--- config.mk ---
export PLATFORM = sky130hd
export DESIGN_NAME = pse_isqrt
export DESIGN_NICKNAME = d
export VERILOG_FILES = /design/src/pse_pkg.sv /design/src/pse_isqrt.sv
export SDC_FILE = /design/constraint.sdc
export NUM_CORES = 2
export LEC_CHECK = 0
export CORE_MARGIN = 10
export CORE_UTILIZATION = 45
export CTS_CLUSTER_DIAMETER = 60
export DETAILED_ROUTE_END_ITERATION = 6
export DONT_BUFFER_PORTS = 1
export SYNTH_ARGS = -nofsm -noshare
export SYNTH_HDL_FRONTEND = slang
export SYNTH_SLANG_ARGS = --single-unit
--- constraint.sdc ---
create_clock -name clk_i -period 6.65 [get_ports clk_i]
set_input_delay 0.665 -clock clk_i [delete_from_list [all_inputs] [get_ports clk_i]]
set_output_delay 0.665 -clock clk_i [all_outputs]
set_load 0.02 [all_outputs]
--- src/pse_pkg.sv ---
package pse_pkg;

  localparam int unsigned CORDIC_STAGES_DEF = 20;
  localparam int unsigned SAMPLE_BITS_DEF   = 24;
  localparam int unsigned GUARD_BITS        = 4;

  // field and register widths
  localparam int unsigned OMEGA_W  = 20;
  localparam int unsigned INVV_W   = 24;
  localparam int unsigned DZ_W     = 16;
  localparam int unsigned DIP_W    = 17;
  localparam int unsigned KX_W     = 24;
  localparam int unsigned STEPS_W  = 16;

  // internal widths
  localparam int unsigned KRAW_W   = OMEGA_W + INVV_W;
  localparam int unsigned K_W      = KRAW_W - 16;
  localparam int unsigned K2_W     = 2 * K_W;
  localparam int unsigned KX2_W    = 2 * KX_W - 1;
  localparam int unsigned RHS_W    = K2_W + DIP_W;
  localparam int unsigned KZ_W     = K_W;
  localparam int unsigned SD_W     = STEPS_W + DZ_W;
  localparam int unsigned PHI_W    = 60;
  localparam int unsigned THETA_W  = 35;
  localparam int unsigned Z_W      = 37;
  localparam int unsigned GAIN_W   = 27;

  localparam int unsigned CFG_ADDR_W = 4;

  // angles in 2^-32 rad
  localparam logic [PHI_W-1:0]        TWO_PI_PHI = 60'd26986075409;
  localparam logic signed [Z_W-1:0]   Z_TWO_PI   = 37'sd26986075409;
  localparam logic signed [Z_W-1:0]   Z_PI       = 37'sd13493037705;
  localparam logic signed [Z_W-1:0]   Z_HALF_PI  = 37'sd6746518852;
  localparam logic [63:0]             QUARTER_PI = 64'd3373259426;

  typedef enum logic [1:0] {
    REG_INV_VEL    = 2'd0,
    REG_DEPTH_STEP = 2'd1,
    REG_DIP_COS    = 2'd2
  } pse_reg_e;

  // elaboration-time helpers, restoring long division and square root
  function automatic logic [63:0] udiv64(input logic [63:0] num, input logic [63:0] den);
    logic [63:0] rem;
    logic [63:0] quo;
    rem = '0;
    quo = '0;
    for (int i = 63; i >= 0; i--) begin
      rem = {rem[62:0], num[i]};
      if (rem >= den) begin
        rem    = rem - den;
        quo[i] = 1'b1;
      end
    end
    return quo;
  endfunction

  function automatic logic [63:0] isqrt64f(input logic [63:0] val);
    logic [63:0] v;
    logic [63:0] r;
    logic [63:0] b;
    v = val;
    r = '0;
    b = 64'd1 << 62;
    for (int i = 0; i < 32; i++) begin
      if (v >= r + b) begin
        v = v - (r + b);
        r = (r >> 1) + b;
      end else begin
        r = r >> 1;
      end
      b = b >> 2;
    end
    return r;
  endfunction

  function automatic logic [63:0] atan_fx(input int idx);
    logic [63:0] sum;
    logic [63:0] term;
    int          e;
    sum = '0;
    if (idx == 0) begin
      return QUARTER_PI;
    end
    for (int n = 0; n < 64; n++) begin
      e = 62 - idx * (2 * n + 1);
      if (e >= 0) begin
        term = udiv64(64'd1 << e, 64'(2 * n + 1));
        if ((n % 2) == 1) sum = sum - term;
        else sum = sum + term;
      end
    end
    return (sum + (64'd1 << 29)) >> 30;
  endfunction

  function automatic logic [63:0] inv_gain_fx(input int stages);
    logic [63:0] p;
    p = 64'd1 << 60;
    for (int i = 0; i < stages; i++) begin
      p = p + (p >> (2 * i));
    end
    return udiv64(64'd1 << 56, isqrt64f(p));
  endfunction

endpackage

--- src/pse_isqrt.sv ---
module pse_isqrt #(
  parameter int unsigned SideW = 1
) (
  input  logic                      clk_i,
  input  logic                      rst_ni,
  input  logic                      en_i,
  input  logic                      valid_i,
  input  logic [pse_pkg::K2_W-1:0]  rad_i,
  input  logic [SideW-1:0]          side_i,
  output logic                      valid_o,
  output logic [pse_pkg::KZ_W-1:0]  root_o,
  output logic [SideW-1:0]          side_o
);
  import pse_pkg::*;

  localparam int unsigned RW     = K2_W + 1;
  localparam int unsigned ITERS  = K2_W / 2;
  localparam int unsigned PER    = 2;
  localparam int unsigned STAGES = ITERS / PER;

  logic [STAGES-1:0] v_q;
  logic [RW-1:0]     rem_q  [STAGES];
  logic [RW-1:0]     root_q [STAGES];
  logic [RW-1:0]     rem_d  [STAGES];
  logic [RW-1:0]     root_d [STAGES];
  logic [SideW-1:0]  side_q [STAGES];

  // two result bits per stage, MSB first
  for (genvar s = 0; s < STAGES; s++) begin : g_stage
    logic [RW-1:0] rem_in;
    logic [RW-1:0] root_in;
    logic [RW-1:0] rem_nx;
    logic [RW-1:0] root_nx;
    logic [RW-1:0] bit_v;

    if (s == 0) begin : g_first
      assign rem_in  = RW'(rad_i);
      assign root_in = '0;
    end else begin : g_next
      assign rem_in  = rem_q[s-1];
      assign root_in = root_q[s-1];
    end

    always_comb begin
      rem_nx  = rem_in;
      root_nx = root_in;
      bit_v   = '0;
      for (int k = 0; k < PER; k++) begin
        bit_v = RW'(1) << (K2_W - 2 - 2 * (s * PER + k));
        if (rem_nx >= root_nx + bit_v) begin
          rem_nx  = rem_nx - (root_nx + bit_v);
          root_nx = (root_nx >> 1) + bit_v;
        end else begin
          root_nx = root_nx >> 1;
        end
      end
    end

    assign rem_d[s]  = rem_nx;
    assign root_d[s] = root_nx;
  end

  always_ff @(posedge clk_i or negedge rst_ni) begin
    if (!rst_ni) begin
      v_q <= '0;
    end else if (en_i) begin
      v_q <= {v_q[STAGES-2:0], valid_i};
    end
  end

  always_ff @(posedge clk_i) begin
    if (en_i) begin
      side_q[0] <= side_i;
      for (int s = 0; s < STAGES; s++) begin
        rem_q[s]  <= rem_d[s];
        root_q[s] <= root_d[s];
      end
      for (int s = 1; s < STAGES; s++) begin
        side_q[s] <= side_q[s-1];
      end
    end
  end

  assign valid_o = v_q[STAGES-1];
  assign root_o  = root_q[STAGES-1][KZ_W-1:0];
  assign side_o  = side_q[STAGES-1];

endmodule

==> run_results.csv <==
group,metric,value,unit
outcome,status,"finished clean",
power_and_ir_drop,irDropWorstVdd,0.302,mV
yosys,synth_nets,7238,
finish,nNetsFinal,7348,
placement,gp_congestion,0.929,
finish,final_common_cell,"edfxtp_1",
finish,nFillCells,13455,
yosys,synth_top_family_by_area,"simple AND/OR/NAND/NOR gates",
critical_path,crit_arrival,6.81,ns
floorplan,rows,141,
drt,first_iter_violations,4397,
global_routing,grt_pass1_wl,288,mm
critical_path,rrSetupSlack,0.29,ns
finish,utilization,50.2,%
min_path,hold_depth,0,
drt,routed-via-count,52440,
sta,finalHoldViolCount,0,
yosys,synthDistinctLibCells,116,
yosys,ys_async_sr_fraction,1.43,%
yosys,synth_seq_cells,979,
sta,slew_headroom,12.0,%
critical_path,worstRegToRegCells,21,
sta,setup_tns,0,ns
critical_path,start_kind,"flop",
yosys,synth_xor_area_share,8.48,%
clock_tree,clk_pin_slew,0.06,ns
sta,setup_viol,0,
yosys,muxShareOfSynthArea,1.78,%
critical_path,critPathRequiredTime,7.10,ns
sta,finalClockSkew,0.0901,ns
placement,hpwl,146,mm
yosys,seq_area_frac_synth,43.9,%
drt,routedWlPerCell,21.0,um
yosys,synthFlopType,"edfxtp_1",
yosys,yosys.area_share.simple,18.5,%
floorplan,die_y,405,um
yosys,synth.area.top_cells,"edfxtp_1, ha_1, xnor2_1",
global_routing,overflow,0,
floorplan,design.die.area,164000,um^2
yosys,yosys.area_share.adder,8.10,%
drt,drtAntennaViolNets,0,
yosys,yosysTopAreaCell,"edfxtp_1",
placement,port_buffers,0,
critical_path,r2r_end,"rem_q[1][183]",
yosys,synth_warnings,0,
clock_tree,clk_latency,0.77,ns
critical_path,cp-end-kind,"flop",
finish,stdcell_count,8887,
yosys,synth_top_area_share,43.4,%
drt,drc_errors,0,
run,max_cap_viol_count,0,
sta,finalCriticalPeriod,6.36,ns
sta,worstMarginPinSlew,1.32,ns
floorplan,pin_count,91,
sta,post-route-period-util,95.7,%
clock_tree,cts_tree,"done",
floorplan,die_width,405,um
yosys,synth_compound_area_share,15.5,%
floorplan,core,147000,um^2
floorplan,start_util,45.2,%
clock_tree,cts_buffer_depth,3,
global_routing,grt_max_degree,225,
min_path,min-delay-start,"en_i",
clock_tree,numCtsBuffers,113,
critical_path,worstSetupPathType,"reg -> reg",
placement,dp.cells,8608,
power_and_ir_drop,powerDensity,379,nW/um^2
min_path,hold_class,"in -> reg",
min_path,min_to,"rem_q[1][49]",
clock_tree,h-tree-depth,3,
finish,final_cell_mix,"edfxtp_1, nor2_1, nand2_1",
global_routing,grt_use_total,21.9,%
finish,layout-drive-gt1-share,7.61,%
clock_tree,clock-sinks,979,
drt,drtPass1Iterations,6,
yosys,syn_area,66700,um^2
finish,syn2layout_area_growth,10.9,%
drt,drt_wl_total,186,mm
global_routing,grt_pass1_vias,50411,
yosys,syn_inst,6745,
global_routing,antenna_found_initial,1,
yosys,synth_edf_count,965,
sta,rsz0062_at_grt,"false",
critical_path,critPathMaxFanout,50,
drt,vias_per_cell,5.90,
power_and_ir_drop,p_leak,0.0283,uW
sta,max_freq,0.157,GHz
clock_tree,clock-root-buffer,"clkbuf_16",
sta,maxSlewViolCount,0,
yosys,syn_area_per_cell,9.89,um^2
critical_path,r2r-start,"rem_q[1][146]",
## cells in the mapped netlist, drive strengths merged, types with 54 or more instances
master  number
nand2      505
nor2b       60
nand4      150
o31ai       61
a211oi      61
o21ai      322
mux2        83
a31oi       54
xnor2      426
ha         432
clkbuf     155
a21oi      502
inv        399
edfxtp     965
or3         68
nand3      183
xor2       216
nand2b      66
nor2       573
a21o       195
nor4       209
nor3       191
and3        61
o21a        81
## worst max-delay path, stage by stage (launching register included)
cell and delay, ns:
edfxtp_1 0.39, ha_1 0.45, nand4_1 0.21, or3_1 0.44, or4_4 0.46, or3_4 0.48, nand3_2 0.20, buf_12 0.20
nor2_1 0.06, a21oi_1 0.16, ha_1 0.35, a21o_1 0.26, a31oi_1 0.22, o221ai_1 0.18, nand4_1 0.13, o211ai_2 0.11
o31a_1 0.31, nor2b_1 0.18, a31o_1 0.24, or3_2 0.49, buf_12 0.20, mux2_4 0.32
## cell type report
| type | count | area (um^2) | share of cell area (%) |
|---|---|---|---|
| timing repair buffer | 203 | 1840 | 2.49 |
| tap | 1930 | 2410 | 3.26 |
| multi-input combinational | 5153 | 35000 | 47.3 |
| clock buffer | 120 | 2880 | 3.89 |
| antenna | 2 | 5.00 | 0.00676 |
| clock inverter | 95 | 1010 | 1.37 |
| inverter | 405 | 1530 | 2.06 |
| sequential | 979 | 29300 | 39.6 |
## timing repair
action / 4_1_cts / 5_1_grt
hold buffers: 61 / 0
setup endpoints to repair: 0 / 80
gates resized for setup: 0 / 11
setup buffers: 0 / 1
hold endpoints to repair: 110 / 0
## worst max-delay path by stage
stage	startpoint	cells past startpoint	end	slack, ns
2_1_floorplan	rem_q[1][146]	26	rem_q[1][183]	0.85
3_3_place_gp	root_q[1][21]	22	rem_q[1][105]	0.08
3_5_place_dp	root_q[1][20]	22	rem_q[1][103]	0.09
4_1_cts	root_q[1][20]	22	rem_q[1][103]	0.05
5_1_grt	rem_q[1][80]	22	rem_q[1][164]	0.03
6_report	rem_q[1][146]	21	rem_q[1][183]	0.29
## kinds of logic after synthesis
kind of cell    count (synthesis)
xor+xnor                      642
fa+ha+maj                     432
compound gates               1610
flops                         979
buf+inv                       613
mux                           103
simple gates                 2366
## metal layers
metal	vias up	global-route usage (%)	routed length, um
li1	25524	-	-
met1	25162	28.6	81400
met2	1430	37.7	89800
met3	324	2.87	9080
met4	0	7.06	6150
met5	-	0	0
## power breakdown
part | leakage, uW | total [uW] | internal [uW] | switching (uW)
Combinational | 0.0171 | 12400 | 5110 | 7330
Clock | 0.00186 | 6300 | 3600 | 2700
Sequential | 0.00940 | 9340 | 8310 | 1040
Total | 0.0283 | 28100 | 17000 | 11100
## state kept, by name (all words and copies together) (netlist names)
| signal | count |
|---|---|
| rem_q | 741 |
| root_q | 210 |
| side_q | 14 |
| v_q | 14 |
## through the flow
step                      hold slack, ns  setup slack, ns  area, um^2  total power, uW
after floorplan                    0.369            0.851       66700            18300
after global placement             0.370           0.0827       69400            21600
after detailed placement           0.370           0.0918       69400            21700
after CTS                         0.0631           0.0460       73900            28100
after global routing              0.0824           0.0318       74000            29900
final                              0.124            0.287       74000            28100
No activity file was read; power rests on OpenSTA's default activity.
